$ cat config.mk
export PLATFORM = sky130hd
export DESIGN_NAME = software_timer_bank_top_flat
export DESIGN_NICKNAME = d
export VERILOG_FILES = /design/src/rtl/stb_pkg.sv /design/src/rtl/stb_if.sv /design/src/rtl/stb_cell.sv /design/src/rtl/stb_head.sv /design/src/rtl/software_timer_bank_top.sv /design/src/flat_wrapper.sv
export SDC_FILE = /design/constraint.sdc
export NUM_CORES = 2
export LEC_CHECK = 0
export ABC_CLOCK_PERIOD_IN_PS = 22600
export BUFFER_PORTS_ARGS = -buffer_cell sky130_fd_sc_hd__buf_4
export CAP_MARGIN = 20
export CORE_ASPECT_RATIO = 1.1
export CORE_UTILIZATION = 30
export CTS_CLUSTER_SIZE = 12
export DETAILED_ROUTE_END_ITERATION = 16
export PLACE_DENSITY_LB_ADDON = 0.1
export SYNTH_ARGS = -nofsm -noshare
export SYNTH_HDL_FRONTEND = slang
export SYNTH_SLANG_ARGS = --single-unit
$ cat constraint.sdc
create_clock -name i_clk -period 22.6 [get_ports i_clk]
set_clock_uncertainty 0.2 [all_clocks]
set_input_delay 6.78 -clock i_clk [delete_from_list [all_inputs] [get_ports i_clk]]
set_output_delay 6.78 -clock i_clk [all_outputs]
set_load 0.01 [all_outputs]
$ cat src/rtl/stb_pkg.sv
// Shared types and constants for the software timer bank.
// No dependencies; every other file of the block but stb_if imports this package.
`timescale 1ns / 1ps
`default_nettype none

package stb_pkg;

    // Default number of timers and the firing limit per tick
    localparam int unsigned TIMERS_DEF  = 32;
    localparam int unsigned MAX_RESULTS = 32;
    localparam int unsigned FIRE_W      = $clog2(MAX_RESULTS + 1);

    localparam logic [31:0] NO_DEADLINE = 32'hFFFF_FFFF;

    // Request codes on the input channel
    typedef enum logic [2:0] {
        KIND_TICK  = 3'd0,
        KIND_ALLOC = 3'd1,
        KIND_FREE  = 3'd2,
        KIND_EVENT = 3'd3,
        KIND_TIME  = 3'd4
    } t_kind;

    // Result codes on the output channel
    typedef enum logic {
        RES_ALLOC = 1'b0,
        RES_FIRED = 1'b1
    } t_res_kind;

    // Timer status
    typedef enum logic [1:0] {
        ST_UNUSED = 2'd0,
        ST_ALLOC  = 2'd1,
        ST_ARMED  = 2'd2
    } t_status;

    // Sequencer states
    typedef enum logic [1:0] {
        S_IDLE  = 2'd0,
        S_SCAN  = 2'd1,
        S_FLUSH = 2'd2
    } t_state;

    // State of one timer, held in one ring cell
    typedef struct packed {
        t_status     status;
        logic [31:0] deadline;
        logic [3:0]  queue;
        logic [7:0]  payload;
    } t_entry;

    // Control from the sequencer to the head unit
    typedef struct packed {
        t_kind       op;
        logic        sel;       // entry at the head is the addressed timer
        logic [31:0] count;     // tick count after the increment
        logic [31:0] arg;       // absolute deadline for set time
        logic [3:0]  qid;
        logic [7:0]  data;
        logic        room;      // firing limit not reached yet
        logic        claimed;   // alloc already found a timer
    } t_head_ctl;

    // Status from the head unit back to the sequencer
    typedef struct packed {
        t_entry entry;          // updated entry, written to the ring tail
        logic   fire;
        logic   claim;
        logic   keep;           // still armed after this pass
    } t_head_res;

    // One result word
    typedef struct packed {
        t_res_kind   result_kind;
        logic [4:0]  slot;
        logic        granted;
        logic [3:0]  dest_queue;
        logic [7:0]  payload;
    } t_result;

endpackage

`default_nettype wire

$ cat src/rtl/stb_if.sv
// Valid/ready channel interfaces of the software timer bank.
// Standalone; used by the top level ports.
`timescale 1ns / 1ps
`default_nettype none

interface stb_in_if;
    logic        valid;
    logic        ready;
    logic [2:0]  kind;
    logic [4:0]  timer_index;
    logic [3:0]  queue_id;
    logic [7:0]  event_data;
    logic [31:0] delay;

    modport source (output valid, kind, timer_index, queue_id, event_data, delay,
                    input ready);
    modport sink   (input valid, kind, timer_index, queue_id, event_data, delay,
                    output ready);
endinterface

interface stb_out_if;
    logic        valid;
    logic        ready;
    logic        result_kind;
    logic [4:0]  slot;
    logic        granted;
    logic [3:0]  dest_queue;
    logic [7:0]  payload;
    logic        last;

    modport source (output valid, result_kind, slot, granted, dest_queue, payload,
                    last, input ready);
    modport sink   (input valid, result_kind, slot, granted, dest_queue, payload,
                    last, output ready);
endinterface

`default_nettype wire

$ cat src/rtl/stb_cell.sv
// One ring cell: holds the state of one timer and shifts it to its neighbor.
// Depends on stb_pkg.
`timescale 1ns / 1ps
`default_nettype none

module stb_cell (
    input  wire logic           i_clk,
    input  wire logic           i_rst_n,
    input  wire logic           i_shift,
    input  wire stb_pkg::t_entry i_entry,
    output stb_pkg::t_entry     o_entry
);
    import stb_pkg::*;

    t_status     r_status;
    logic [31:0] r_deadline;
    logic [3:0]  r_queue;
    logic [7:0]  r_payload;

    // Status, queue and data reset to an unused, zeroed timer
    always_ff @(posedge i_clk) begin
        if (!i_rst_n) begin
            r_status  <= ST_UNUSED;
            r_queue   <= '0;
            r_payload <= '0;
        end else if (i_shift) begin
            r_status  <= i_entry.status;
            r_queue   <= i_entry.queue;
            r_payload <= i_entry.payload;
        end
    end

    // Deadline is only read while armed, so it needs no reset
    always_ff @(posedge i_clk) begin
        if (i_shift) begin
            r_deadline <= i_entry.deadline;
        end
    end

    assign o_entry = '{status: r_status, deadline: r_deadline,
                       queue: r_queue, payload: r_payload};

endmodule

`default_nettype wire

$ cat src/rtl/stb_head.sv
// Head unit: updates the timer entry leaving the ring head for the current request.
// Depends on stb_pkg.
`timescale 1ns / 1ps
`default_nettype none

module stb_head (
    input  wire stb_pkg::t_entry    i_entry,
    input  wire stb_pkg::t_head_ctl i_ctl,
    output stb_pkg::t_head_res      o_res
);
    import stb_pkg::*;

    logic armed;
    logic due;

    assign armed = (i_entry.status == ST_ARMED);
    assign due   = (i_entry.deadline <= i_ctl.count);

    always_comb begin
        o_res.entry = i_entry;
        o_res.fire  = 1'b0;
        o_res.claim = 1'b0;
        o_res.keep  = 1'b0;
        unique case (i_ctl.op)
            KIND_TICK: begin
                // Fire due timers up to the limit, keep the rest armed
                o_res.fire = armed && due && i_ctl.room;
                o_res.keep = armed && !o_res.fire;
                if (o_res.fire) begin
                    o_res.entry.status = ST_ALLOC;
                end
            end
            KIND_ALLOC: begin
                // Claim the first unused timer of the pass
                o_res.claim = (i_entry.status == ST_UNUSED) && !i_ctl.claimed;
                if (o_res.claim) begin
                    o_res.entry.status = ST_ALLOC;
                end
            end
            KIND_FREE: begin
                if (i_ctl.sel) begin
                    o_res.entry.status = ST_UNUSED;
                end
            end
            KIND_EVENT: begin
                if (i_ctl.sel) begin
                    o_res.entry.queue   = i_ctl.qid;
                    o_res.entry.payload = i_ctl.data;
                end
            end
            KIND_TIME: begin
                if (i_ctl.sel) begin
                    o_res.entry.deadline = i_ctl.arg;
                    o_res.entry.status   = ST_ARMED;
                end
            end
            default: ;
        endcase
    end

endmodule

`default_nettype wire

$ cat src/rtl/software_timer_bank_top.sv
// Software timer bank: bank of one-shot timers on a 32-bit tick count.
// Depends on stb_pkg, stb_if, stb_cell and stb_head.
//
// Usage:
//   i_in carries one request word: tick, alloc, free, set event or set time.
//   o_out carries result words: alloc replies and fired timers; the final word
//   caused by a request has last set.
// Timing:
//   A tick before the cached earliest deadline, an unused kind, or a free/set
//   request with timer_index >= TIMERS needs no ring pass and gives no word.
//   Every other request makes one pass over the ring: the timer entries sit in a
//   ring of TIMERS cells that rotates one cell per cycle, unless stalled, past
//   a single head unit, then a flush state delivers the pending word. Alloc
//   replies are loaded into the output register in the flush state.
//   A fired timer is held back one position so that last can be set on the
//   final one; each further firing needs the output register free, so a
//   stalled receiver stops the ring rotation until the word is taken.
//   i_in.ready is high only between requests; the output register lets the
//   next request enter while the last word still waits.
// Reset: synchronous, active low. All timers unused, tick count zero, cached
//   deadline all ones, no word pending; i_in.ready stays low while in reset.
`timescale 1ns / 1ps
`default_nettype none

module software_timer_bank_top #(
    parameter int unsigned TIMERS = stb_pkg::TIMERS_DEF
) (
    input  wire logic  i_clk,
    input  wire logic  i_rst_n,
    stb_in_if.sink     i_in,
    stb_out_if.source  o_out
);
    import stb_pkg::*;

    localparam int unsigned IW = (TIMERS > 1) ? $clog2(TIMERS) : 1;

    // Sequencer and request registers
    t_state        r_state;
    t_state        n_state;
    t_kind         r_op;
    logic [4:0]    r_idx;
    logic [3:0]    r_qid;
    logic [7:0]    r_data;
    logic [31:0]   r_arg;
    logic [31:0]   r_count;
    logic [31:0]   r_earliest;
    logic [IW-1:0] r_cnt;
    logic [FIRE_W-1:0] r_nfire;
    logic          r_pend_valid;
    t_result       r_pend;
    logic          r_out_valid;
    t_result       r_out;
    logic          r_out_last;

    // Decode of the incoming word
    logic          accept;
    logic          go_scan;
    logic          idx_ok;
    logic [31:0]   next_count;
    logic [31:0]   set_deadline;

    // FSM outputs
    logic          in_ready;
    logic          adv;
    logic          out_load;
    logic          load_last;
    logic          out_free;
    logic          cnt_last;

    // Ring and head unit
    t_entry        w_cell [TIMERS];
    t_head_ctl     head_ctl;
    t_head_res     head_res;

    assign accept       = i_in.valid && in_ready && i_rst_n;
    assign idx_ok       = (7'(i_in.timer_index) < 7'(TIMERS));
    assign next_count   = r_count + 32'd1;
    assign set_deadline = i_in.delay + r_count;
    assign out_free     = !r_out_valid || o_out.ready;
    assign cnt_last     = (r_cnt == IW'(TIMERS - 1));

    // Decide whether the request needs a pass over the ring
    always_comb begin
        go_scan = 1'b0;
        unique case (i_in.kind)
            KIND_TICK:  go_scan = !(r_earliest > next_count);
            KIND_ALLOC: go_scan = 1'b1;
            KIND_FREE,
            KIND_EVENT,
            KIND_TIME:  go_scan = idx_ok;
            default:    go_scan = 1'b0;
        endcase
    end

    // Next state
    always_comb begin
        n_state = r_state;
        unique case (r_state)
            S_IDLE:  if (accept && go_scan) n_state = S_SCAN;
            S_SCAN:  if (adv && cnt_last) n_state = S_FLUSH;
            S_FLUSH: if (!r_pend_valid || out_free) n_state = S_IDLE;
            default: n_state = S_IDLE;
        endcase
    end

    // FSM outputs
    always_comb begin
        in_ready  = 1'b0;
        adv       = 1'b0;
        out_load  = 1'b0;
        load_last = 1'b0;
        unique case (r_state)
            S_IDLE: begin
                in_ready = 1'b1;
            end
            S_SCAN: begin
                // A new firing pushes the held word out, which needs room
                adv      = !(head_res.fire && r_pend_valid) || out_free;
                out_load = head_res.fire && r_pend_valid && out_free;
            end
            S_FLUSH: begin
                out_load  = r_pend_valid && out_free;
                load_last = 1'b1;
            end
            default: ;
        endcase
    end

    // Head unit control
    assign head_ctl = '{op: r_op,
                        sel: (7'(r_idx) == 7'(r_cnt)),
                        count: r_count,
                        arg: r_arg,
                        qid: r_qid,
                        data: r_data,
                        room: (r_nfire < FIRE_W'(MAX_RESULTS)),
                        claimed: r_pend.granted};

    stb_head u_head (
        .i_entry (w_cell[0]),
        .i_ctl   (head_ctl),
        .o_res   (head_res)
    );

    // Ring of timer cells: each takes its neighbor, the tail takes the head result
    for (genvar gi = 0; gi < TIMERS; gi++) begin : g_ring
        t_entry cell_in;
        if (gi == TIMERS - 1) begin : g_tail
            assign cell_in = head_res.entry;
        end else begin : g_mid
            assign cell_in = w_cell[gi + 1];
        end
        stb_cell u_cell (
            .i_clk   (i_clk),
            .i_rst_n (i_rst_n),
            .i_shift (adv),
            .i_entry (cell_in),
            .o_entry (w_cell[gi])
        );
    end

    // Sequencer, deadline cache and pending word
    always_ff @(posedge i_clk) begin
        if (!i_rst_n) begin
            r_state      <= S_IDLE;
            r_op         <= KIND_TICK;
            r_idx        <= '0;
            r_qid        <= '0;
            r_data       <= '0;
            r_arg        <= '0;
            r_count      <= '0;
            r_earliest   <= NO_DEADLINE;
            r_cnt        <= '0;
            r_nfire      <= '0;
            r_pend_valid <= 1'b0;
            r_pend       <= '0;
        end else begin
            r_state <= n_state;
            if (accept) begin
                r_op    <= t_kind'(i_in.kind);
                r_idx   <= i_in.timer_index;
                r_qid   <= i_in.queue_id;
                r_data  <= i_in.event_data;
                r_arg   <= set_deadline;
                r_cnt   <= '0;
                r_nfire <= '0;
                r_pend  <= '{result_kind: RES_ALLOC, slot: 5'd0, granted: 1'b0,
                             dest_queue: 4'd0, payload: 8'd0};
                r_pend_valid <= (i_in.kind == KIND_ALLOC);
                if (i_in.kind == KIND_TICK) begin
                    r_count <= next_count;
                    if (go_scan) begin
                        r_earliest <= NO_DEADLINE;
                    end
                end else if (i_in.kind == KIND_TIME && idx_ok) begin
                    if (r_earliest > set_deadline) begin
                        r_earliest <= set_deadline;
                    end
                end
            end
            if (adv) begin
                r_cnt <= cnt_last ? '0 : r_cnt + IW'(1);
                // Recompute the earliest deadline from timers left armed
                if (head_res.keep && (w_cell[0].deadline < r_earliest)) begin
                    r_earliest <= w_cell[0].deadline;
                end
                // Hold the newest firing until the next one or the end of the pass
                if (head_res.fire) begin
                    r_pend_valid <= 1'b1;
                    r_nfire      <= r_nfire + FIRE_W'(1);
                    r_pend       <= '{result_kind: RES_FIRED, slot: 5'(r_cnt),
                                      granted: 1'b0, dest_queue: w_cell[0].queue,
                                      payload: w_cell[0].payload};
                end
                if (head_res.claim) begin
                    r_pend.slot    <= 5'(r_cnt);
                    r_pend.granted <= 1'b1;
                end
            end
            if (r_state == S_FLUSH && n_state == S_IDLE) begin
                r_pend_valid <= 1'b0;
            end
        end
    end

    // Output register
    always_ff @(posedge i_clk) begin
        if (!i_rst_n) begin
            r_out_valid <= 1'b0;
        end else if (out_load) begin
            r_out_valid <= 1'b1;
        end else if (o_out.ready) begin
            r_out_valid <= 1'b0;
        end
    end

    always_ff @(posedge i_clk) begin
        if (out_load) begin
            r_out      <= r_pend;
            r_out_last <= load_last;
        end
    end

    assign i_in.ready        = in_ready && i_rst_n;
    assign o_out.valid       = r_out_valid;
    assign o_out.result_kind = r_out.result_kind;
    assign o_out.slot        = r_out.slot;
    assign o_out.granted     = r_out.granted;
    assign o_out.dest_queue  = r_out.dest_queue;
    assign o_out.payload     = r_out.payload;
    assign o_out.last        = r_out_last;

    // The ring is back in place whenever no pass runs
    a_ring_aligned: assert property (@(posedge i_clk) disable iff (!i_rst_n)
        (r_state == S_IDLE) |-> (r_cnt == '0))
        else $error("ring not aligned at idle");

    // No word is left pending once a request is finished
    a_no_stale_pend: assert property (@(posedge i_clk) disable iff (!i_rst_n)
        (r_state == S_IDLE) |-> !r_pend_valid)
        else $error("pending word left at idle");

    // Firings per tick stay within the limit
    a_fire_limit: assert property (@(posedge i_clk) disable iff (!i_rst_n)
        (r_nfire <= FIRE_W'(MAX_RESULTS)))
        else $error("firing limit exceeded");

    // A fired word never carries a grant
    a_fired_no_grant: assert property (@(posedge i_clk) disable iff (!i_rst_n)
        (r_out_valid && (r_out.result_kind == RES_FIRED)) |-> !r_out.granted)
        else $error("fired word carries a grant");

endmodule

`default_nettype wire

$ cat src/flat_wrapper.sv
// flat-port wrapper written by rule: the top's interface ports become plain ports
module software_timer_bank_top_flat import stb_pkg::*;
#(
    parameter int unsigned TIMERS = stb_pkg::TIMERS_DEF
)
  (i_clk, i_rst_n, i_in_valid, i_in_kind, i_in_timer_index, i_in_queue_id, i_in_event_data, i_in_delay, i_in_ready, o_out_valid, o_out_result_kind, o_out_slot, o_out_granted, o_out_dest_queue, o_out_payload, o_out_last, o_out_ready);
  stb_in_if i_in_i ();
  stb_out_if o_out_i ();
  input  wire logic i_clk;
  input  wire logic i_rst_n;
  input wire logic [$bits(i_in_i.valid)-1:0] i_in_valid;
  input wire logic [$bits(i_in_i.kind)-1:0] i_in_kind;
  input wire logic [$bits(i_in_i.timer_index)-1:0] i_in_timer_index;
  input wire logic [$bits(i_in_i.queue_id)-1:0] i_in_queue_id;
  input wire logic [$bits(i_in_i.event_data)-1:0] i_in_event_data;
  input wire logic [$bits(i_in_i.delay)-1:0] i_in_delay;
  output wire logic [$bits(i_in_i.ready)-1:0] i_in_ready;
  output wire logic [$bits(o_out_i.valid)-1:0] o_out_valid;
  output wire logic [$bits(o_out_i.result_kind)-1:0] o_out_result_kind;
  output wire logic [$bits(o_out_i.slot)-1:0] o_out_slot;
  output wire logic [$bits(o_out_i.granted)-1:0] o_out_granted;
  output wire logic [$bits(o_out_i.dest_queue)-1:0] o_out_dest_queue;
  output wire logic [$bits(o_out_i.payload)-1:0] o_out_payload;
  output wire logic [$bits(o_out_i.last)-1:0] o_out_last;
  input wire logic [$bits(o_out_i.ready)-1:0] o_out_ready;
  assign i_in_i.valid = i_in_valid;
  assign i_in_i.kind = i_in_kind;
  assign i_in_i.timer_index = i_in_timer_index;
  assign i_in_i.queue_id = i_in_queue_id;
  assign i_in_i.event_data = i_in_event_data;
  assign i_in_i.delay = i_in_delay;
  assign i_in_ready = i_in_i.ready;
  assign o_out_valid = o_out_i.valid;
  assign o_out_result_kind = o_out_i.result_kind;
  assign o_out_slot = o_out_i.slot;
  assign o_out_granted = o_out_i.granted;
  assign o_out_dest_queue = o_out_i.dest_queue;
  assign o_out_payload = o_out_i.payload;
  assign o_out_last = o_out_i.last;
  assign o_out_i.ready = o_out_ready;
  software_timer_bank_top #(.TIMERS(TIMERS)) u_core (.i_clk(i_clk), .i_rst_n(i_rst_n), .i_in(i_in_i), .o_out(o_out_i));
endmodule
==> summary.txt <==
Die
  – Chip width: 423 µm
  – FP Rows: 169
  – Core ar.: 193000 µm²
  – Boundary Pins: 78
  – Starting Density: 30.3%
  – Chip Height: 466 µm
  – Die area: 197000 µm²

GRT
  – Vias in the first global route: 31600
  – GRT Util Overall: 11.9%
  – Initial antenna violation count: 7
  – Largest net degree at the start of global routing: 248
  – GRT overflow: 0
  – First-pass GRT wire length: 185000 µm

Yosys
  – Average cell area after synthesis: 13.0 µm²
  – Synthesized flop and latch total: 1642
  – Async SR Flop Fraction: 0%
  – Cells after synthesis: 4494
  – Top_reg_cell synth: edfxtp_1
  – Area of the mapped netlist: 58600 µm²
  – Yosys warnings: 0
  – Yosys top cell area share: 53.5%
  – Number of enable flip-flop cells after synthesis: 1044
  – Area contributors post-synth: edfxtp_1 54%, dfxtp_1 20%, nand2_1 6.6%, a21oi_1 4.6%, ha_1 3.5%
  – Sequential share of the synthesized area: 73.9%
  – Post-Syn Nets: 4717
  – Most area-hungry cell type in the Yosys netlist: edfxtp_1
  – Synth unique cells: 80

Drt
  – DRC: 0
  – Wire length per cell: 16.4 µm
  – Routed vias/inst: 4.52
  – Vias: 32900
  – Final WL: 119000 µm
  – DR pass1 iterations: 5
  – Antenna Violating Nets Remaining: 0
  – DRT iter0 DRCs: 2563

Critical path
  – Crit path top cell by count: buf_4
  – Setup CP Type: primary input to output port
  – Crit path arrival time: 7.67 ns
  – Req. time, crit path: 15.62 ns
  – CP Cell Sequence: buf_4 > and2_1 > buf_4
  – Delay-heaviest family, CP: buffers and inverters
  – Flop-to-flop setup slack: 15.40 ns
  – RR Endpoint: u_core.g_ring[7].u_cell.r_deadline[10]
  – Crit-path max cell delay: 0.46 ns
  – Setup crit start kind: primary input
  – Buf/Inv on CP: 2
  – CP Max Fanout: 39
  – Worst path slowest cell: buf_4
  – Worst setup EP type: output port
  – Worst R2R Path Depth: 13
  – Critical R2R Launch: u_core.g_ring[0].u_cell.r_deadline[7]

Layout
  – Most frequent cells in the layout: 1044 x edfxtp_1, 1032 x nand2_1, 598 x dfxtp_1, 539 x a21oi_1, 178 x clkbuf_16
  – Filler cell count: 19000
  – P&R area growth vs syn: 15.1%
  – Nets: 4788
  – Commonest non-fill, non-tap cell in the layout: edfxtp_1
  – Layout cell share with drive strength beyond 1: 8.32%

Timing
  – Worst-Margin Slew: 1.23 ns
  – Fmax: 0.0683 GHz
  – Final Hold Viols: 0
  – RSZ-0062 raised after global routing: false
  – Final Setup Violations: 0
  – Slew HR: 18.3%
  – Crit share post-route: 64.8%
  – Final Max Tran Viols: 0
  – Min cycle time layout: 14.65 ns
  – Setup TNS: 0 ns

Clock tree
  – Inserted Clock Buffers: 177
  – Max Buffers Root-to-Sink: 3
  – Clock transition at path regs: 0.06 ns
  – Root buffer cell: clkbuf_16
  – CTS tree: yes
  – Hold-fix buffers at CTS: 0
  – H-Tree Depth: 4
  – Clock sinks: 1642
  – CTS resizes: 0
  – Worst skew pair latency: 0.80 ns
  – Setup Fix Bufs, Post-CTS: 0

Min path
  – Hold_sp: u_core.g_ring[2].u_cell.r_deadline[18]
  – Hold Path End: u_core.g_ring[1].u_cell.r_deadline[18]
  – Min-delay worst type: flop to flop
  – WHS Path Cells: 0

Power
  – Pwr Total: 6290 µW
  – Pwr per Cell Area: 93.2 nW/µm²
  – Pleak: 0.0220 µW
  – Max VDD drop: 53.5 µV

Placement
  – Port-buffer cells: 77
  – Final GP Congestion: 0.790
  – Detailed placement HPWL: 68900 µm

Run status
  – Outcome: finished clean

Job
  – Maxcap violations: 0
==> per-layer routing <==
layer  vias to the layer above  part of all wire, %  track usage [%]
met2                       472                   45             18.4
li1                      16200                    -                -
met3                       239                  3.7             2.45
met5                         -                    0                0
met4                         0                  3.7             5.32
met1                     16000                   47             16.1
==> registers in the layout, indices dropped and copies added (netlist names), 2 cells and up <==
register / count
u_core.r_data: 8
u_core.r_nfire: 6
u_core.r_qid: 4
u_core.r_idx: 5
u_core.o_out.payload: 8
u_core.o_out.slot: 5
u_core.r_pend: 18
u_core.o_out.dest_queue: 4
u_core.r_state: 2
u_core.r_op: 3
u_core.g_ring.u_cell.r_deadline: 1024
u_core.r_arg: 32
u_core.r_earliest: 32
u_core.r_count: 32
u_core.g_ring.u_cell.r_queue: 128
u_core.r_cnt: 5
u_core.g_ring.u_cell.r_payload: 256
u_core.g_ring.u_cell.r_status: 64
==> worst max-delay path by stage <==
stage                      from               to  slack, ns  depth (start not counted)
floorplan           o_out_ready  u_core.r_cnt[3]       1.63                         10
finish                  i_rst_n       i_in_ready       7.95                          3
CTS                     i_rst_n       i_in_ready       7.92                          3
detailed placement      i_rst_n       i_in_ready       7.92                          3
global route            i_rst_n       i_in_ready       7.88                          3
global placement        i_rst_n       i_in_ready       7.90                          3
==> through the flow <==
step / cell area [µm²] / worst slack, ns / util [%] / hold slack, ns / instances
3_5_place_dp: 61800 / 7.92 / 32.0 / 0.205 / 6949
4_1_cts: 67400 / 7.92 / 34.8 / 0.178 / 7264
3_3_place_gp: 61800 / 7.90 / 32.0 / 0.200 / 6949
2_1_floorplan: 58600 / 1.63 / - / 0.200 / 4494
5_1_grt: 67500 / 7.88 / 34.9 / 0.199 / 7267
6_report: 67500 / 7.95 / 34.9 / 0.181 / 7268
==> layout make-up <==
cell class	instances	area, µm²	share of cell area (%)
Sequential cell	1642	43300	64.2
Multi-Input combinational cell	2543	14100	20.8
Clock buffer	244	4880	7.24
Tap cell	2565	3210	4.76
Timing Repair Buffer	112	936	1.39
Clock inverter	71	689	1.02
Inverter	89	349	0.518
Antenna cell	2	5.00	0.00742
==> synth_stat cells, types with 4 or more instances <==
master,number
clkbuf_1,140
and4_1,8
a211oi_1,25
nor2b_1,21
dfxtp_1,598
a21oi_1,540
xor2_1,16
a221o_1,6
nor4_1,8
mux2_1,30
ha_1,166
a21o_1,25
nand3_1,98
or3_1,15
o311ai_0,7
mux2_2,7
nor3_1,24
a31oi_1,18
nand2_1,1033
o21bai_1,7
a2111oi_0,5
nor2_1,111
mux2i_1,15
edfxtp_1,1044
xnor2_1,66
a211o_1,4
nand4_1,27
o22ai_1,7
o21ai_0,111
o311ai_1,5
inv_1,85
and3_1,17
o211ai_1,30
nand2b_1,6
buf_2,63
and2_1,8
buf_1,14
o21a_1,12
o32ai_1,12
==> cells by family (layout without fill, tap and decap cells) <==
| group | Yosys count | count (layout) | share of synthesized area, % |
|---|---|---|---|
| flops | 1642 | 1642 | 73.9 |
| simple gates | 1400 | 1400 | 10.0 |
| compound gates | 842 | 842 | 8.11 |
| buf+inv | 309 | 516 | 2.15 |
| fa+ha+maj | 167 | 167 | 3.58 |
| xor+xnor | 82 | 82 | 1.23 |
| mux | 52 | 52 | 0.967 |
| other cells | 0 | 2 | 0 |
==> report_power, final <==
group / switching [µW] / internal, µW / total, µW
combinational: 146 / 39.5 / 186
clock: 1170 / 1620 / 2790
sequential: 30.5 / 3280 / 3310
(Power assumes the default switching activity.)
